`src/rtl/core/dhow_pkg.sv`:
```
// Package for the date/hour offset unit: item types, constants, calendar helpers.
package dhow_pkg;

    // One input item as read from the real-time clock.
    typedef struct packed {
        logic [13:0] in_year;
        logic [3:0]  in_month;
        logic [4:0]  in_day;
        logic [4:0]  in_hour;
    } in_item_t;

    // One result item.
    typedef struct packed {
        logic [13:0] out_year;
        logic [3:0]  out_month;
        logic [4:0]  out_day;
        logic [4:0]  out_hour;
        logic [2:0]  weekday;
    } out_item_t;

    // Shared divide unit operations.
    localparam logic OP_DIV100 = 1'b0;
    localparam logic OP_DIV7   = 1'b1;

    // Reciprocal constants; exact for every operand the sequencer sends, though not for all 16-bit values.
    localparam logic [15:0] DIV100_MUL   = 16'd5243;
    localparam int          DIV100_SHIFT = 19;
    localparam logic [15:0] DIV7_MUL     = 16'd37450;
    localparam int          DIV7_SHIFT   = 18;

    localparam logic [13:0] YEAR_MOD     = 14'd10000;
    localparam logic [13:0] YEAR_LAST    = 14'd9999;
    localparam logic [13:0] YEAR_BIAS    = 14'd400;
    localparam logic [6:0]  HOURS_PER_DAY = 7'd24;

    // Request from the sequencer to the divide unit.
    typedef struct packed {
        logic        start;
        logic        op;
        logic [15:0] operand;
    } div_req_t;

    // Answer of the divide unit, valid for one cycle when done is set.
    typedef struct packed {
        logic        done;
        logic [13:0] quot;
        logic [6:0]  rem;
    } div_rsp_t;

    // Length of a month (1..12) given the leap flag of its year.
    function automatic logic [4:0] days_in(input logic [3:0] month, input logic leap);
        logic [4:0] len;
        begin
            case (month)
                4'd2:                      len = leap ? 5'd29 : 5'd28;
                4'd4, 4'd6, 4'd9, 4'd11:   len = 5'd30;
                default:                   len = 5'd31;
            endcase
            return len;
        end
    endfunction

    // The term 3*(m+1)/5 of the congruence for shifted months 3..14.
    function automatic logic [3:0] month_term(input logic [3:0] wm);
        logic [3:0] t;
        begin
            case (wm)
                4'd3:          t = 4'd2;
                4'd4, 4'd5:    t = 4'd3;
                4'd6, 4'd7:    t = 4'd4;
                4'd8:          t = 4'd5;
                4'd9, 4'd10:   t = 4'd6;
                4'd11, 4'd12:  t = 4'd7;
                4'd13:         t = 4'd8;
                4'd14:         t = 4'd9;
                default:       t = 4'd0;
            endcase
            return t;
        end
    endfunction

endpackage

```
`src/rtl/core/dhow_div.sv`:
```
// Shared two-stage constant divider: quotient and remainder by 100 or by 7.
module dhow_div (
    input  logic              clk,
    input  logic              rst_n,
    input  dhow_pkg::div_req_t req,
    output dhow_pkg::div_rsp_t rsp
);
    import dhow_pkg::*;

    logic        s1_valid_reg;
    logic        s1_op_reg;
    logic [15:0] s1_x_reg;
    logic [31:0] s1_prod_reg;
    logic        done_reg;
    logic [13:0] quot_reg;
    logic [6:0]  rem_reg;

    logic [15:0] mul_k;
    logic [31:0] q_full;
    logic [13:0] q_next;
    logic [15:0] back_prod;
    logic [15:0] rem_full;

    assign mul_k = (req.op == OP_DIV7) ? DIV7_MUL : DIV100_MUL;

    // Second stage: shift out the quotient, then subtract it back out.
    always_comb
    begin
        q_full    = (s1_op_reg == OP_DIV7) ? (s1_prod_reg >> DIV7_SHIFT)
                                           : (s1_prod_reg >> DIV100_SHIFT);
        q_next    = q_full[13:0];
        back_prod = (s1_op_reg == OP_DIV7) ? 16'(q_next * 16'd7)
                                           : 16'(q_next * 16'd100);
        rem_full  = s1_x_reg - back_prod;
    end

    always_ff @(posedge clk or negedge rst_n)
    begin
        if (!rst_n)
        begin
            s1_valid_reg <= 1'b0;
            done_reg     <= 1'b0;
        end
        else
        begin
            s1_valid_reg <= req.start;
            done_reg     <= s1_valid_reg;
        end
    end

    always_ff @(posedge clk)
    begin
        if (req.start)
        begin
            s1_op_reg   <= req.op;
            s1_x_reg    <= req.operand;
            s1_prod_reg <= req.operand * mul_k;
        end
        if (s1_valid_reg)
        begin
            quot_reg <= q_next;
            rem_reg  <= rem_full[6:0];
        end
    end

    assign rsp.done = done_reg;
    assign rsp.quot = quot_reg;
    assign rsp.rem  = rem_reg;

endmodule

```
`src/rtl/core/dhow_seq.sv`:
```
// Sequencer and date registers: leap test, hour carry/borrow steps, weekday.
module dhow_seq (
    input  logic                clk,
    input  logic                rst_n,
    input  logic signed [5:0]   hour_offset,
    input  logic                src_valid,
    output logic                src_stall,
    input  dhow_pkg::in_item_t  src_item,
    input  logic                res_free,
    output logic                res_load,
    output dhow_pkg::out_item_t res_data,
    output dhow_pkg::div_req_t  div_req,
    input  dhow_pkg::div_rsp_t  div_rsp
);
    import dhow_pkg::*;

    localparam logic [3:0] S_IDLE     = 4'd0;
    localparam logic [3:0] S_LEAP_REQ = 4'd1;
    localparam logic [3:0] S_LEAP_WT  = 4'd2;
    localparam logic [3:0] S_CLAMP    = 4'd3;
    localparam logic [3:0] S_STEP     = 4'd4;
    localparam logic [3:0] S_WD_REQ   = 4'd5;
    localparam logic [3:0] S_WD_WT    = 4'd6;
    localparam logic [3:0] S_MOD_REQ  = 4'd7;
    localparam logic [3:0] S_MOD_WT   = 4'd8;
    localparam logic [3:0] S_DONE     = 4'd9;

    logic [3:0]         state_reg, state_next;
    logic [13:0]        y_reg, y_next;
    logic [3:0]         m_reg, m_next;
    logic [4:0]         d_reg, d_next;
    logic signed [6:0]  h_reg, h_next;
    logic               leap_reg, leap_next;
    logic [3:0]         wm_reg, wm_next;
    logic [13:0]        wy_reg, wy_next;
    logic [15:0]        sum_reg, sum_next;
    logic [2:0]         wd_reg, wd_next;

    logic [4:0]         md;
    logic [4:0]         md_prev;
    logic signed [6:0]  h_in;
    logic               early;

    assign md      = days_in(m_reg, leap_reg);
    assign md_prev = days_in(4'(m_reg - 4'd1), leap_reg);
    assign h_in    = signed'({2'b00, src_item.in_hour}) + 7'(hour_offset);
    assign early   = (m_reg <= 4'd2);

    always_comb
    begin
        state_next = state_reg;
        y_next     = y_reg;
        m_next     = m_reg;
        d_next     = d_reg;
        h_next     = h_reg;
        leap_next  = leap_reg;
        wm_next    = wm_reg;
        wy_next    = wy_reg;
        sum_next   = sum_reg;
        wd_next    = wd_reg;
        div_req    = '0;
        res_load   = 1'b0;

        unique case (state_reg)
            S_IDLE:
            begin
                if (src_valid)
                begin
                    y_next = (src_item.in_year >= YEAR_MOD) ? src_item.in_year - YEAR_MOD
                                                            : src_item.in_year;
                    if (src_item.in_month == 4'd0)
                        m_next = 4'd1;
                    else if (src_item.in_month > 4'd12)
                        m_next = 4'd12;
                    else
                        m_next = src_item.in_month;
                    d_next     = (src_item.in_day == 5'd0) ? 5'd1 : src_item.in_day;
                    h_next     = h_in;
                    state_next = S_LEAP_REQ;
                end
            end
            S_LEAP_REQ:
            begin
                div_req.start   = 1'b1;
                div_req.op      = OP_DIV100;
                div_req.operand = {2'b00, y_reg};
                state_next      = S_LEAP_WT;
            end
            S_LEAP_WT:
            begin
                if (div_rsp.done)
                begin
                    // Divisible by 400 means divisible by 100 with a quotient divisible by 4.
                    leap_next  = (div_rsp.rem == 7'd0) ? (div_rsp.quot[1:0] == 2'b00)
                                                       : (y_reg[1:0] == 2'b00);
                    state_next = S_CLAMP;
                end
            end
            S_CLAMP:
            begin
                if (d_reg > md)
                    d_next = md;
                state_next = S_STEP;
            end
            S_STEP:
            begin
                if (h_reg >= signed'(HOURS_PER_DAY))
                begin
                    h_next = h_reg - signed'(HOURS_PER_DAY);
                    if (d_reg >= md)
                    begin
                        d_next = 5'd1;
                        if (m_reg >= 4'd12)
                        begin
                            m_next     = 4'd1;
                            y_next     = (y_reg >= YEAR_LAST) ? 14'd0 : y_reg + 14'd1;
                            state_next = S_LEAP_REQ;
                        end
                        else
                        begin
                            m_next = m_reg + 4'd1;
                        end
                    end
                    else
                    begin
                        d_next = d_reg + 5'd1;
                    end
                end
                else if (h_reg < 7'sd0)
                begin
                    h_next = h_reg + signed'(HOURS_PER_DAY);
                    if (d_reg <= 5'd1)
                    begin
                        if (m_reg <= 4'd1)
                        begin
                            m_next     = 4'd12;
                            d_next     = 5'd31;
                            y_next     = (y_reg == 14'd0) ? YEAR_LAST : y_reg - 14'd1;
                            state_next = S_LEAP_REQ;
                        end
                        else
                        begin
                            m_next = m_reg - 4'd1;
                            d_next = md_prev;
                        end
                    end
                    else
                    begin
                        d_next = d_reg - 5'd1;
                    end
                end
                else
                begin
                    state_next = S_WD_REQ;
                end
            end
            S_WD_REQ:
            begin
                wm_next         = early ? m_reg + 4'd12 : m_reg;
                wy_next         = y_reg + YEAR_BIAS - {13'd0, early};
                div_req.start   = 1'b1;
                div_req.op      = OP_DIV100;
                div_req.operand = {2'b00, y_reg + YEAR_BIAS - {13'd0, early}};
                state_next      = S_WD_WT;
            end
            S_WD_WT:
            begin
                if (div_rsp.done)
                begin
                    sum_next = 16'(d_reg) + {11'd0, wm_reg, 1'b0}
                             + 16'(month_term(wm_reg))
                             + 16'(wy_reg) + 16'(wy_reg >> 2)
                             - 16'(div_rsp.quot) + 16'(div_rsp.quot >> 2);
                    state_next = S_MOD_REQ;
                end
            end
            S_MOD_REQ:
            begin
                div_req.start   = 1'b1;
                div_req.op      = OP_DIV7;
                div_req.operand = sum_reg;
                state_next      = S_MOD_WT;
            end
            S_MOD_WT:
            begin
                if (div_rsp.done)
                begin
                    wd_next    = div_rsp.rem[2:0];
                    state_next = S_DONE;
                end
            end
            S_DONE:
            begin
                if (res_free)
                begin
                    res_load   = 1'b1;
                    state_next = S_IDLE;
                end
            end
            default:
            begin
                state_next = S_IDLE;
            end
        endcase
    end

    always_ff @(posedge clk or negedge rst_n)
    begin
        if (!rst_n)
            state_reg <= S_IDLE;
        else
            state_reg <= state_next;
    end

    always_ff @(posedge clk)
    begin
        y_reg    <= y_next;
        m_reg    <= m_next;
        d_reg    <= d_next;
        h_reg    <= h_next;
        leap_reg <= leap_next;
        wm_reg   <= wm_next;
        wy_reg   <= wy_next;
        sum_reg  <= sum_next;
        wd_reg   <= wd_next;
    end

    assign src_stall          = (state_reg != S_IDLE);
    assign res_data.out_year  = y_reg;
    assign res_data.out_month = m_reg;
    assign res_data.out_day   = d_reg;
    assign res_data.out_hour  = h_reg[4:0];
    assign res_data.weekday   = wd_reg;

endmodule

```
`src/rtl/core/date_hour_offset_weekday_unit.sv`:
```
// Top level of the date/hour offset unit with day-of-week output.
//
//  Channel   Signals                          Direction  Accepted when
//  src       src_valid, src_stall, src_item   in         src_valid && !src_stall
//  res       res_valid, res_stall, res_item   out        res_valid && !res_stall
//  cfg       cfg_wr_en, cfg_wr_data           in         cfg_wr_en (no wait)
//
// Once an item is accepted, the sequencer works on it until its result is loaded into
// the output register, when that register is free. The work is set by the sequencer's
// use of the single two-stage divide unit, which is run for the leap-year test, again
// after a year change, and twice for the day of the week, plus one step per day of
// carry or borrow (at most two days).
// Reset clears the sequencer and the output valid flag and sets the hour offset to zero.
// The input side is stalled while an item is in progress. A finished result waits in
// the output register, so the next item can be taken while the result is stalled.
module date_hour_offset_weekday_unit (
    input  logic                clk,
    input  logic                rst_n,
    input  logic                cfg_wr_en,
    input  logic signed [5:0]   cfg_wr_data,
    input  logic                src_valid,
    output logic                src_stall,
    input  dhow_pkg::in_item_t  src_item,
    output logic                res_valid,
    input  logic                res_stall,
    output dhow_pkg::out_item_t res_item
);
    import dhow_pkg::*;

    logic signed [5:0] hour_offset_reg;
    logic              res_valid_reg;
    out_item_t         res_item_reg;

    logic              res_free;
    logic              res_load;
    out_item_t         res_data;
    div_req_t          div_req;
    div_rsp_t          div_rsp;

    // The output register can take a new result when it is empty or being drained.
    assign res_free = !res_valid_reg || !res_stall;

    dhow_seq u_seq (
        .clk         (clk),
        .rst_n       (rst_n),
        .hour_offset (hour_offset_reg),
        .src_valid   (src_valid),
        .src_stall   (src_stall),
        .src_item    (src_item),
        .res_free    (res_free),
        .res_load    (res_load),
        .res_data    (res_data),
        .div_req     (div_req),
        .div_rsp     (div_rsp)
    );

    dhow_div u_div (
        .clk   (clk),
        .rst_n (rst_n),
        .req   (div_req),
        .rsp   (div_rsp)
    );

    // Offset register; the user must write it only while no item is in flight, the block does not enforce this.
    always_ff @(posedge clk or negedge rst_n)
    begin
        if (!rst_n)
            hour_offset_reg <= 6'sd0;
        else if (cfg_wr_en)
            hour_offset_reg <= cfg_wr_data;
    end

    always_ff @(posedge clk or negedge rst_n)
    begin
        if (!rst_n)
            res_valid_reg <= 1'b0;
        else if (res_load)
            res_valid_reg <= 1'b1;
        else if (!res_stall)
            res_valid_reg <= 1'b0;
    end

    always_ff @(posedge clk)
    begin
        if (res_load)
            res_item_reg <= res_data;
    end

    assign res_valid = res_valid_reg;
    assign res_item  = res_item_reg;

endmodule

```
`config.mk`:
```
export PLATFORM = sky130hd
export DESIGN_NAME = date_hour_offset_weekday_unit
export DESIGN_NICKNAME = d
export VERILOG_FILES = /design/src/rtl/core/dhow_pkg.sv /design/src/rtl/core/dhow_div.sv /design/src/rtl/core/dhow_seq.sv /design/src/rtl/core/date_hour_offset_weekday_unit.sv
export SDC_FILE = /design/constraint.sdc
export NUM_CORES = 1
export LEC_CHECK = 0
export BUFFER_PORTS_ARGS = -buffer_cell sky130_fd_sc_hd__buf_2
export CAP_MARGIN = 20
export CORE_MARGIN = 8
export CORE_UTILIZATION = 58
export DETAILED_ROUTE_END_ITERATION = 10
export PLACE_DENSITY_LB_ADDON = 0.05
export SLEW_MARGIN = 20
export SYNTH_ARGS = -nofsm -noshare
export SYNTH_HDL_FRONTEND = slang
export SYNTH_HIERARCHICAL = 1
export SYNTH_SLANG_ARGS = --single-unit
```
`constraint.sdc`:
```
create_clock -name clk -period 8 [get_ports clk]
set_input_delay 0.4 -clock clk [delete_from_list [all_inputs] [get_ports clk]]
set_output_delay 0.4 -clock clk [all_outputs]
set_load 0.01 [all_outputs]
```
# Word-level counts from Yosys, hierarchy flattened

Memory sizes are Yosys's and may differ from the RTL's. A register that Yosys moved wholly into a read port is not among the register bits.
Cells that the tools add are included.

Output and inout bits: 33
Input bits: 39
Memories kept: 1
Register bits: 173
Bits in read-only memories: 64

Magnitude comparators: 11
Equal/unequal tests: 33
Add/sub/neg operators: 20
Reduce and logical (&&, ||, !) cells: 23
Mux-type cells: 62
$mul: 3

Memory list:

| name            | words | bits a word | rd ports | clocked after Yosys merged registers in | wr ports | line           | RTL |
|---|---|---|---|---|---|---|---|
| (no name shown) | 16    | 4           | 1        | 1                                       | 0        | dhow_pkg.sv:67 | `case (wm)` |

Operators with widths:

| operator                                             | number |
|---|---|
| 2-to-1 mux 14 bit                                    | 11 |
| 2-to-1 mux 4 bit                                     | 24 |
| case mux 18 bit (3 select lines)                     | 1 |
| 2-to-1 mux 5 bit                                     | 8 |
| case mux 4 bit (10 select lines)                     | 1 |
| adder 16 x 12 -> 16 bit                              | 2 |
| equality test 4 x 3 -> 1 bit (second input constant) | 8 |
| multiplier 16 x 16 -> 32 bit                         | 1 |
| >= comparator 14 bit (second input constant)         | 2 |
| 2-to-1 mux 7 bit                                     | 4 |
| case mux 14 bit (2 select lines)                     | 1 |
| equality test 4 bit (second input constant)          | 6 |
| case mux 5 bit (2 select lines)                      | 2 |
| adder 16 x 14 -> 16 bit                              | 1 |
| adder 16 x 4 -> 16 bit                               | 1 |
| equality test 4 x 2 -> 1 bit (second input constant) | 4 |
| 2-to-1 mux 16 bit                                    | 1 |
| subtractor 16 x 14 -> 16 bit                         | 1 |
| case mux 5 bit (3 select lines)                      | 1 |
| adder 14 x 1 -> 14 bit (second input constant)       | 1 |
| adder 14 x 9 -> 14 bit (second input constant)       | 1 |
| logical NOT 14 bit                                   | 1 |
| multiplier 14 x 3 -> 7 bit (second input constant)   | 1 |
| multiplier 14 x 5 -> 5 bit (second input constant)   | 1 |
| 47 further kinds                                     | 67 |

# Longest topological paths before layout

Gate-level depths: netlist of run 1.

Depth after elaboration: 9
Mapped depth: 39
Mapped depth without buffers: 38

# Cells and area by module

Netlist of run 1, hierarchy kept.

By module, submodules not included:

| module                        | seq. area each (um^2) | area each (um^2) | times used | cells an instance |
|---|---|---|---|---|
| dhow_seq                      | 2222.1                | 8008.9           | 1          | 876 |
| dhow_div                      | 1341.3                | 7654.8           | 1          | 746 |
| date_hour_offset_weekday_unit | 1106.1                | 1218.7           | 1          | 47 |

# Worst setup path before layout of run 1

Ideal clock, no wire load.

Kind: register to register
Start: register u_seq.m_reg[2]
End: register u_div.s1_prod_reg[31], data pin
Library setup time: 0.263 ns
Cell stages (with the launch flop): 36
Arrival time: 8.401 ns
Period minus slack after synthesis: 8.663 ns
Buffers on the path: 1
Path slack: -0.663 ns
Path through: edfxtp_1 -> clkbuf_1 -> inv_1 -> ha_1 -> and2_1 -> a21oi_1 -> inv_1 -> ha_1 -> inv_1 -> ha_1 -> inv_1 -> fa_1 -> o21bai_1 -> a21o_1 -> nand2_1 -> o21ai_0 -> mux2i_1 -> o21ai_0 -> nand2b_1 -> fa_1 -> fa_1 -> inv_1 -> fa_1 -> inv_1 -> fa_1 -> inv_1 -> fa_1 -> fa_1 -> ha_1 -> o21a_1 -> nand4_1 -> o21bai_2 -> or3_2 -> o311ai_4 -> o41ai_2 -> xnor2_1

RTL lines:

| element                  | line            | RTL |
|---|---|---|
| start: declaration       | dhow_seq.sv:30  | `logic [3:0] m_reg, m_next;` |
| start signal: assignment | dhow_seq.sv:218 | `m_reg <= m_next;` |
| end signal: assignment   | dhow_div.sv:57  | `s1_prod_reg <= req.operand * mul_k;` |
| end: declaration         | dhow_div.sv:13  | `logic [31:0] s1_prod_reg;` |

==> results of run 1 <==
-- cell families after synthesis --
| logic type | share of synthesized area (%) |
|---|---|
| compound gates | 11.7 |
| xor+xnor | 4.49 |
| other cells | 0.0445 |
| buf+inv | 8.72 |
| mux | 1.97 |
| simple gates | 10.4 |
| flops | 27.7 |
| fa+ha+maj | 35.1 |
-- metal layers --
| metal | GRT usage [%] | up-vias | wire length (um) |
|---|---|---|---|
| met5 | 0 | - | 0 |
| met3 | 3.17 | 39 | 1550 |
| met1 | 30.0 | 6028 | 17400 |
| met4 | 5.99 | 0 | 582 |
| met2 | 42.0 | 301 | 21000 |
| li1 | - | 5969 | - |
-- worst min path at each step --
stage                                     end      startpoint  depth (start not counted)
2_1_floorplan  hour_offset_reg[0]$_DFFE_PN0P_           rst_n                          0
3_3_place_gp   hour_offset_reg[2]$_DFFE_PN0P_           rst_n                          1
3_5_place_dp   hour_offset_reg[2]$_DFFE_PN0P_           rst_n                          1
4_1_cts        hour_offset_reg[0]$_DFFE_PN0P_  cfg_wr_data[0]                          2
5_1_grt        hour_offset_reg[0]$_DFFE_PN0P_  cfg_wr_data[0]                          2
6_report       hour_offset_reg[0]$_DFFE_PN0P_  cfg_wr_data[0]                          2
-- synth_stat cells (all sizes together) (5+ instances only) --
cell type  count  share of area (%)
and3          12               0.44
clkbuf        24               0.53
or3            5               0.19
buf           18               0.74
mux2i         13               0.77
nor2b         26               0.96
o211ai         7               0.31
a22o           8               0.42
xnor2         59                3.1
nor2          58                1.3
and4           6               0.31
nand4         12               0.44
nand2         78                1.8
o21a          14               0.62
xor2          25                1.3
ha           249                 18
fa           140                 17
edfxtp       142                 25
o21bai         9               0.42
o21ai         70                2.1
a21o          26                1.2
a31oi          7               0.30
a211oi         9               0.43
nor4           5               0.19
dfrtp         13                1.9
and2          31                1.2
mux2          16                1.2
inv          334                7.4
o22ai          9               0.33
nand2b        24               0.89
a21oi         80                2.4
o221ai         5               0.30
nor3          29               0.89
nand3         30               0.92
a22oi          9               0.40
-- metrics by stage --
stage	TNS, ns	area, um2	util (%)
6_report	0	19300	67.2
5_1_grt	-1.57	19300	67.2
4_1_cts	0	19000	66.2
3_5_place_dp	-1.76	18200	63.6
3_3_place_gp	-0.657	18200	63.6
2_1_floorplan	-0.0595	16900	-
-- cell type report --
| type | instances | area share [%] |
|---|---|---|
| clock buffers | 18 | 2.22 |
| multi-input cells | 1133 | 57.3 |
| repair buffers | 188 | 6.41 |
| well taps | 384 | 2.49 |
| inverters | 335 | 6.52 |
| clock inverters | 14 | 0.901 |
| flip-flops and latches | 159 | 24.2 |
-- what timing repair did --
| action | in CTS | in global routing |
|---|---|---|
| endpoints found under the setup margin | 13 | 13 |
| setup buffers | 8 | 16 |
| endpoints found under the hold margin | 13 | 0 |
| hold buffers | 1 | 0 |
| pin swaps | 21 | 53 |
| gates resized for setup | 21 | 33 |
==> impl_metrics.toml, run 1 <==
[worst_setup_path]
crit_path_max_incr_delay_ns = 0.54
arrival_ns = 8.02
r2r_slack_ns = 0.16
path_max_fanout = 4
timing.rr.start = "u_seq/m_reg[3]$_DFFE_PP_"
worst_r2r_path_depth = 35
critical_path_required_ns = 8.18
critPathSlowestCell = "fa_1"
worst-path-stages = 35
cp_top_family = "adder cells"
criticalPathCategory = "reg -> reg"
crit_path_start_kind = "flip-flop"
critPathBufInv = 10
end_kind = "flip-flop"
endpoint = "u_div/s1_prod_reg[31]$_DFFE_PP_"
r2r-end = "u_div/s1_prod_reg[31]$_DFFE_PP_"
startpoint = "u_seq/m_reg[3]$_DFFE_PP_"

[floorplanning]
io_pins = 72
die-area_mm2 = 0.0348
die_y_um = 187
num_rows = 62
core_mm2 = 0.0287
start_util_pct = 58.8
die_w_um = 187

[cts]
clk_latency_ns = 0.44
cts_tree = "done"
cts_sinks = 159
cts.clk_slew.worst_paths_ns = 0.07
root_buffer = "clkbuf_16"
cts_max_path_buffers = 2
h-tree-depth = 4
cts_buffers = 17

[global_routing]
grt_start_max_net_pins = 33
antenna_found_initial = 0
grt_usage_pct = 23.7
grt.overflow.total = 0
grt_pass1_vias = 12600
grt_pass1_wl_mm = 66.7

[detailed_routing]
antenna_left = 0
postRouteWirelength_mm = 40.6
vias = 12300
initialDrtViolationCount = 743
wl_per_cell_um = 18.2
drtPass1Iterations = 5
vias_per_cell = 5.53
drcViolationCount = 0

[finish]
nets = 2262
instances_no_fill = 2231
layout_common_cells = "328 x inv_1, 241 x ha_1, 142 x edfxtp_1"
final_common_cell = "inv_1"
regArea_mm2 = 0.00467
syn2layout_area_growth_pct = 14.3
largest_register_ffs = 31
fillerInstances = 2274
antenna_cells = 0
multiInputGateArea_mm2 = 0.0111
drive_gt1_share_pct = 16.8

[sta]
finalSetupViolations = 0
finalClockSkew_ns = 0.0111
hold_ws_ns = 0.184
fin_crit_ns = 7.84
maxSlewHeadroom_pct = 30.9
hold_viol_final = 0
slew_violations = 0
rsz0062_at_grt = "true"
period_share_pct = 98.0
tightest_slew_ns = 1.04
worst_slack_ns = 0.162
max_clock_freq_mhz = 128

[synth]
syn_avg_cell_area_um2 = 10.1
synthFlopType = "edfxtp_1"
ys_ff_latch = 159
synthCells = 1669
ys_warn_count = 6
ys_types = 91
synth_fp_nets = 2097
syn_area_mm2 = 0.0169
synth-async-reset-ratio_pct = 8.18
synth_edf_count = 142
seq_area_frac_synth_pct = 27.7

[outcome]
status = "finished clean"

[placed_design]
placedCellCount = 2173
place_ws_ns = -0.252
portBuffers = 71
gp_congestion = 0.885
dp_hpwl_mm = 32.7

[min_path]
hp-class = "in -> reg"

[run]
drv_cap = 0
Power of run 1 is left out: the tool's default activity adds up to more than one toggle a clock period on the data nets, which glitch-free logic cannot reach.
==> run 2: changes to the inputs <==
--- a/config.mk
+++ b/config.mk
@@ -14,5 +14,4 @@
 export SLEW_MARGIN = 20
 export SYNTH_ARGS = -nofsm -noshare
 export SYNTH_HDL_FRONTEND = slang
-export SYNTH_HIERARCHICAL = 1
 export SYNTH_SLANG_ARGS = --single-unit
==> run 2 against run 1 <==
Effect of this change: synthesized area shrank 4.3%; largest cell class unchanged; sequential cell count is the same; first-iteration DRC count is the same; count of clock-buffer cells in the layout shrank 1; cell area shrank 3.6%; clock skew grew 0.0089 ns; register-to-register slack lost 0.60 ns; final cell count shrank 3.7%; the flow now finishes with violations (setup timing).
==> impl_metrics.toml, run 2 <==
[outcome]
status = "finished with violations"
violations = "setup timing"

[cts]
root_buffer = "clkbuf_16"
cts_sinks = 159
cts.clk_slew.worst_paths_ns = 0.08
cts_buffers = 17
cts_tree = "done"
h-tree-depth = 4
clk_latency_ns = 0.44
cts_max_path_buffers = 2

[sta]
finalSetupViolations = 12
hold_ws_ns = 0.187
finalClockSkew_ns = 0.0200
fin_crit_ns = 8.44
worst_slack_ns = -0.442
tightest_slew_ns = 1.01
rsz0062_at_grt = "true"
hold_viol_final = 0
period_share_pct = 106
max_clock_freq_mhz = 118
timing.setup.tns_ns = -4.03
maxSlewHeadroom_pct = 32.6
slew_violations = 0

[floorplanning]
core_mm2 = 0.0276
num_rows = 61
start_util_pct = 58.5
io_pins = 72
die-area_mm2 = 0.0335
die_w_um = 183
die_y_um = 183

[synth]
synth-async-reset-ratio_pct = 8.18
seq_area_frac_synth_pct = 28.9
syn_area_mm2 = 0.0162
syn_avg_cell_area_um2 = 10.2
synth_edf_count = 142
ys_warn_count = 0
synth_commonest_cells = "311 x inv_1, 242 x ha_1, 144 x fa_1, 142 x edfxtp_1, 79 x nand2_1"
ys_ff_latch = 159
synthFlopType = "edfxtp_1"
synth_top_cell_by_area = "edfxtp_1"
yosys-top-cells-area = "edfxtp_1 26%, ha_1 19%, fa_1 18%"
yosysTopAreaCellShare_pct = 26.4
ys_types = 79
synthCells = 1580
yosys.cell_count.top_type = "inv_1"

[placed_design]
dp_hpwl_mm = 32.0
postPlaceCellArea_mm2 = 0.0177
gp_congestion = 0.961
portBuffers = 71

[finish]
multiInputGateArea_mm2 = 0.0105
largest_register_ffs = 31
regArea_mm2 = 0.00467
syn2layout_area_growth_pct = 15.1
final_common_cell = "inv_1"
layout_common_cells = "300 x inv_1, 231 x ha_1, 143 x fa_1"
fillerInstances = 2181
antenna_cells = 0
drive_gt1_share_pct = 16.3
nets = 2182
design_area_mm2 = 0.0186

[worst_setup_path]
end_kind = "flip-flop"
criticalPathCategory = "reg -> reg"
crit_path_start_kind = "flip-flop"
r2r_slack_ns = -0.44
critical_path_required_ns = 8.20
critPathSlowestCell = "fa_1"
arrival_ns = 8.64
crit_path_max_incr_delay_ns = 0.54
path_max_fanout = 7

[detailed_routing]
vias_per_cell = 5.52
antenna_left = 0
initialDrtViolationCount = 743
vias = 11900
wl_per_cell_um = 18.0
drtPass1Iterations = 5
postRouteWirelength_mm = 38.7
drcViolationCount = 0

[global_routing]
grtUsageMet2_pct = 41.0
busiest_layer = "met2"
grt_start_max_net_pins = 32
antenna_found_initial = 1
grt_usage_pct = 23.8
grt_use_met1_pct = 31.5
grt.met3_usage_pct = 2.63
grt.overflow.total = 0
grt_pass1_wl_mm = 62.8
grt_pass1_vias = 12100

[run]
drv_cap = 0

[min_path]
hp-class = "in -> reg"
run 2: final timing paths:
kind | startpoint | end | cells past startpoint
min | cfg_wr_data[1] | hour_offset_reg[1]$_DFFE_PN0P_ | 3
max in group asynchronous | rst_n | u_seq.state_reg[3]$_DFFE_PN0P_ | 2
max | u_seq.m_reg[3]$_DFFE_PP_ | u_div.s1_prod_reg[30]$_DFFE_PN_ | 35
max reg2reg | u_seq.m_reg[3]$_DFFE_PP_ | u_div.s1_prod_reg[30]$_DFFE_PN_ | 35
min reg2reg | u_seq.wd_reg[1]$_DFFE_PP_ | res_item[1]$_DFFE_PP_ | 0
min in group asynchronous | rst_n | u_div.s1_valid_reg$_DFF_PN0_ | 2
run 2: final cells by class:
class,instances,share of cell area [%]
multi-input combinational,1087,56.6
sequential,159,25.1
timing repair buffer,180,6.47
inverter,312,6.30
tap,378,2.54
clock buffer,17,2.29
clock inverter,15,0.740
run 2: critical path, delay by kind of cell (launching register included):
family / cells / cell delay (ns)
flops: 1 / 0.47
simple gates: 3 / 0.65
fa+ha+maj: 10 / 3.92
mux: 1 / 0.32
compound gates: 9 / 1.88
buf+inv: 11 / 0.81
xor+xnor: 1 / 0.14
run 2: kinds of logic (layout without fill, tap and decap cells):
group	count (synthesis)	count (layout)	share of synthesized area, %
compound gates	268	268	10.8
other cells	2	10	0.0465
buf+inv	342	524	8.03
flops	159	159	28.9
simple gates	325	325	9.93
fa+ha+maj	386	386	36.6
xor+xnor	76	76	4.20
mux	22	22	1.52
run 2: repair_timing:
item                                   in CTS  in global routing
gates resized for setup                    16                 25
setup buffers                               8                  3
pin swaps                                  30                 10
hold buffers                                1                  0
setup endpoints to repair                  14                 14
endpoints found under the hold margin      13                  0
run 2: metrics by stage:
step / util (%) / setup WS (ns) / cells
3_5_place_dp: 64.1 / -0.530 / 2103
3_3_place_gp: 64.1 / -0.485 / 2103
2_1_floorplan: - / -0.259 / 1588
5_1_grt: 67.3 / -0.751 / 2148
6_report: 67.3 / -0.442 / 2148
4_1_cts: 66.7 / -0.350 / 2144
run 2: routing by layer:
| layer | vias up | share of wire (%) | routed length [um] |
|---|---|---|---|
| met3 | 50 | 5.2 | 2030 |
| met1 | 5821 | 43 | 16600 |
| met2 | 326 | 50 | 19300 |
| li1 | 5669 | - | - |
| met4 | 0 | 2.1 | 806 |
| met5 | - | 0 | 0 |
Power of run 2 is left out for the same reason.
==> run 3: changes to the inputs <==
--- a/config.mk
+++ b/config.mk
@@ -5,6 +5,7 @@
 export SDC_FILE = /design/constraint.sdc
 export NUM_CORES = 1
 export LEC_CHECK = 0
+export ABC_AREA = 1
 export BUFFER_PORTS_ARGS = -buffer_cell sky130_fd_sc_hd__buf_2
 export CAP_MARGIN = 20
 export CORE_MARGIN = 8
==> run 3 against run 2 <==
Effect of this change: the run now ends clean; cell area increased by 2.2%; clock skew shrank 0.0047 ns; worst hold slack got worse by 0.016 ns; global-route usage increased by 3.0 points; setup slack improved by 0.94 ns; synthesized cell count increased by 32%; highest routed layer unchanged; synthesized area rose by 8.3%; fmax increased by 13%; first-iteration DRC count is 26% higher; non-clock buffer count is 86 lower; final cell count increased by 21%; utilization decreased by 3.4 points.
==> impl_metrics.toml, run 3 <==
[outcome]
status = "finished clean"

[finish]
layout_common_cells = "454 x inv_1, 450 x nand2_1, 241 x ha_1"
final_common_cell = "inv_1"
fillerInstances = 2607
nets = 2611
antenna_cells = 0
largest_register_ffs = 31
multiInputGateArea_mm2 = 0.0110
syn2layout_area_growth_pct = 8.53
regArea_mm2 = 0.00467
drive_gt1_share_pct = 7.96

[floorplanning]
start_util_pct = 58.9
die_y_um = 190
io_pins = 72
num_rows = 63
core_mm2 = 0.0297
die_w_um = 190
die-area_mm2 = 0.0360

[sta]
hold_viol_final = 0
timing.setup.tns_ns = 0
hold_ws_ns = 0.171
tightest_slew_ns = 1.15
slew_violations = 0
period_share_pct = 93.8
finalSetupViolations = 0
max_clock_freq_mhz = 133
rsz0062_at_grt = "false"
finalClockSkew_ns = 0.0153
fin_crit_ns = 7.50
maxSlewHeadroom_pct = 23.2

[cts]
cts_tree = "done"
root_buffer = "clkbuf_16"
cts_buffers = 17
clk_latency_ns = 0.45
cts_max_path_buffers = 2
cts_sinks = 159
h-tree-depth = 4
cts.clk_slew.worst_paths_ns = 0.07

[synth]
seq_area_frac_synth_pct = 26.7
ys_warn_count = 0
synth_commonest_cells = "455 x inv_1, 451 x nand2_1, 242 x ha_1, 144 x fa_1, 142 x edfxtp_1"
ys_types = 53
yosys-top-cells-area = "edfxtp_1 24%, ha_1 17%, fa_1 16%"
syn_avg_cell_area_um2 = 8.38
synth_top_cell_by_area = "edfxtp_1"
yosys.cell_count.top_type = "inv_1"
ys_ff_latch = 159
synthCells = 2088
synthFlopType = "edfxtp_1"
synth-async-reset-ratio_pct = 8.18
syn_area_mm2 = 0.0175
synth_edf_count = 142
yosysTopAreaCellShare_pct = 24.4

[global_routing]
grt.overflow.total = 0
grtUsageMet2_pct = 45.6
antenna_found_initial = 0
busiest_layer = "met2"
grt.met3_usage_pct = 3.77
grt_usage_pct = 26.7
grt_pass1_vias = 14000
grt_pass1_wl_mm = 75.2
grt_start_max_net_pins = 32
grt_use_met1_pct = 33.1

[detailed_routing]
antenna_left = 0
drcViolationCount = 0
postRouteWirelength_mm = 46.1
vias = 13700
initialDrtViolationCount = 938
drtPass1Iterations = 6
vias_per_cell = 5.31
wl_per_cell_um = 17.8

[worst_setup_path]
path_max_fanout = 7
end_kind = "flip-flop"
arrival_ns = 7.71
crit_path_start_kind = "flip-flop"
critPathSlowestCell = "fa_1"
crit_top_cell = "nand2_1"
crit_path_max_incr_delay_ns = 0.55
critical_path_required_ns = 8.20
criticalPathCategory = "reg -> reg"

[placed_design]
gp_congestion = 0.953
portBuffers = 71
dp_hpwl_mm = 38.8

[run]
drv_cap = 0

[min_path]
hp-class = "in -> reg"
==> run 3: cell count changes after synthesis, sizes merged, moves of 23 or more <==
cell / delta
nand3: +96
nor2b: -23
nand2: +378
xnor2: -35
inv: +161
nor2: +57
==> run 3: what timing repair did <==
| item | 4_1_cts | 5_1_grt |
|---|---|---|
| gates resized for setup | 0 | 3 |
| hold buffers | 1 | 0 |
| setup endpoints to repair | 0 | 13 |
| setup buffers | 0 | 2 |
| endpoints found under the hold margin | 13 | 0 |
==> run 3: cells by family (layout without fill, tap and decap cells) <==
logic type	count (synthesis)	count (layout)	synth area share, %
xor gates and xnor gates	61	61	3.05
other	2	10	0.0429
muxes	5	5	0.314
adders and majority gates	386	386	33.8
and+or+nand+nor	782	782	18.9
DFF	159	159	26.7
AOI/OAI and AO/OA	197	197	6.35
buffers and inverters	496	599	10.9
==> run 3: layout make-up <==
class	instances	area share, %
flip-flops and latches	159	24.6
inverters	473	9.35
multi-input cells	1441	57.8
repair buffers	94	2.79
clock buffers	21	2.37
well taps	390	2.57
clock inverters	11	0.560
==> run 3: critical path: cells and delay by family, from the launching register on <==
kind            cells  cell delay [ns]
simple gates       12             1.16
xor+xnor            1             0.17
buf+inv             9             0.68
fa+ha+maj          11             4.35
compound gates      4             0.53
flops               1             0.37
==> run 3: final timing paths <==
check / startpoint / endpoint / slack [ns] / depth (start not counted)
worst max-delay path: u_seq.m_reg[2]$_DFFE_PP_ / u_div.s1_prod_reg[23]$_DFFE_PN_ / 0.50 / 37
worst min-delay path: cfg_wr_data[1] / hour_offset_reg[1]$_DFFE_PN0P_ / 0.17 / 3
worst max register to register: u_seq.m_reg[2]$_DFFE_PP_ / u_div.s1_prod_reg[23]$_DFFE_PN_ / 0.50 / 37
worst min register to register: u_seq.wd_reg[0]$_DFFE_PP_ / res_item[0]$_DFFE_PP_ / 0.42 / 0
max in group asynchronous: rst_n / u_div.s1_valid_reg$_DFF_PN0_ / 7.32 / 2
min in group asynchronous: rst_n / u_div.done_reg$_DFF_PN0_ / 0.38 / 2
==> run 3: layer usage <==
metal  routed length, um  up-vias
met5                   0        -
met1               19400     6460
li1                    -     6785
met2               22200      403
met3                2370      100
met4                2040        0
==> run 3: stage by stage <==
step,setup WS [ns],util [%],area (um2),cells
final,0.496,63.9,19000,2589
after global routing,0.00139,63.9,19000,2589
after CTS,0.455,63.9,19000,2587
after detailed placement,0.480,62.0,18400,2554
after global placement,0.651,62.0,18400,2554
after floorplan,0.787,-,17500,2096
Power of run 3 is left out for the same reason.
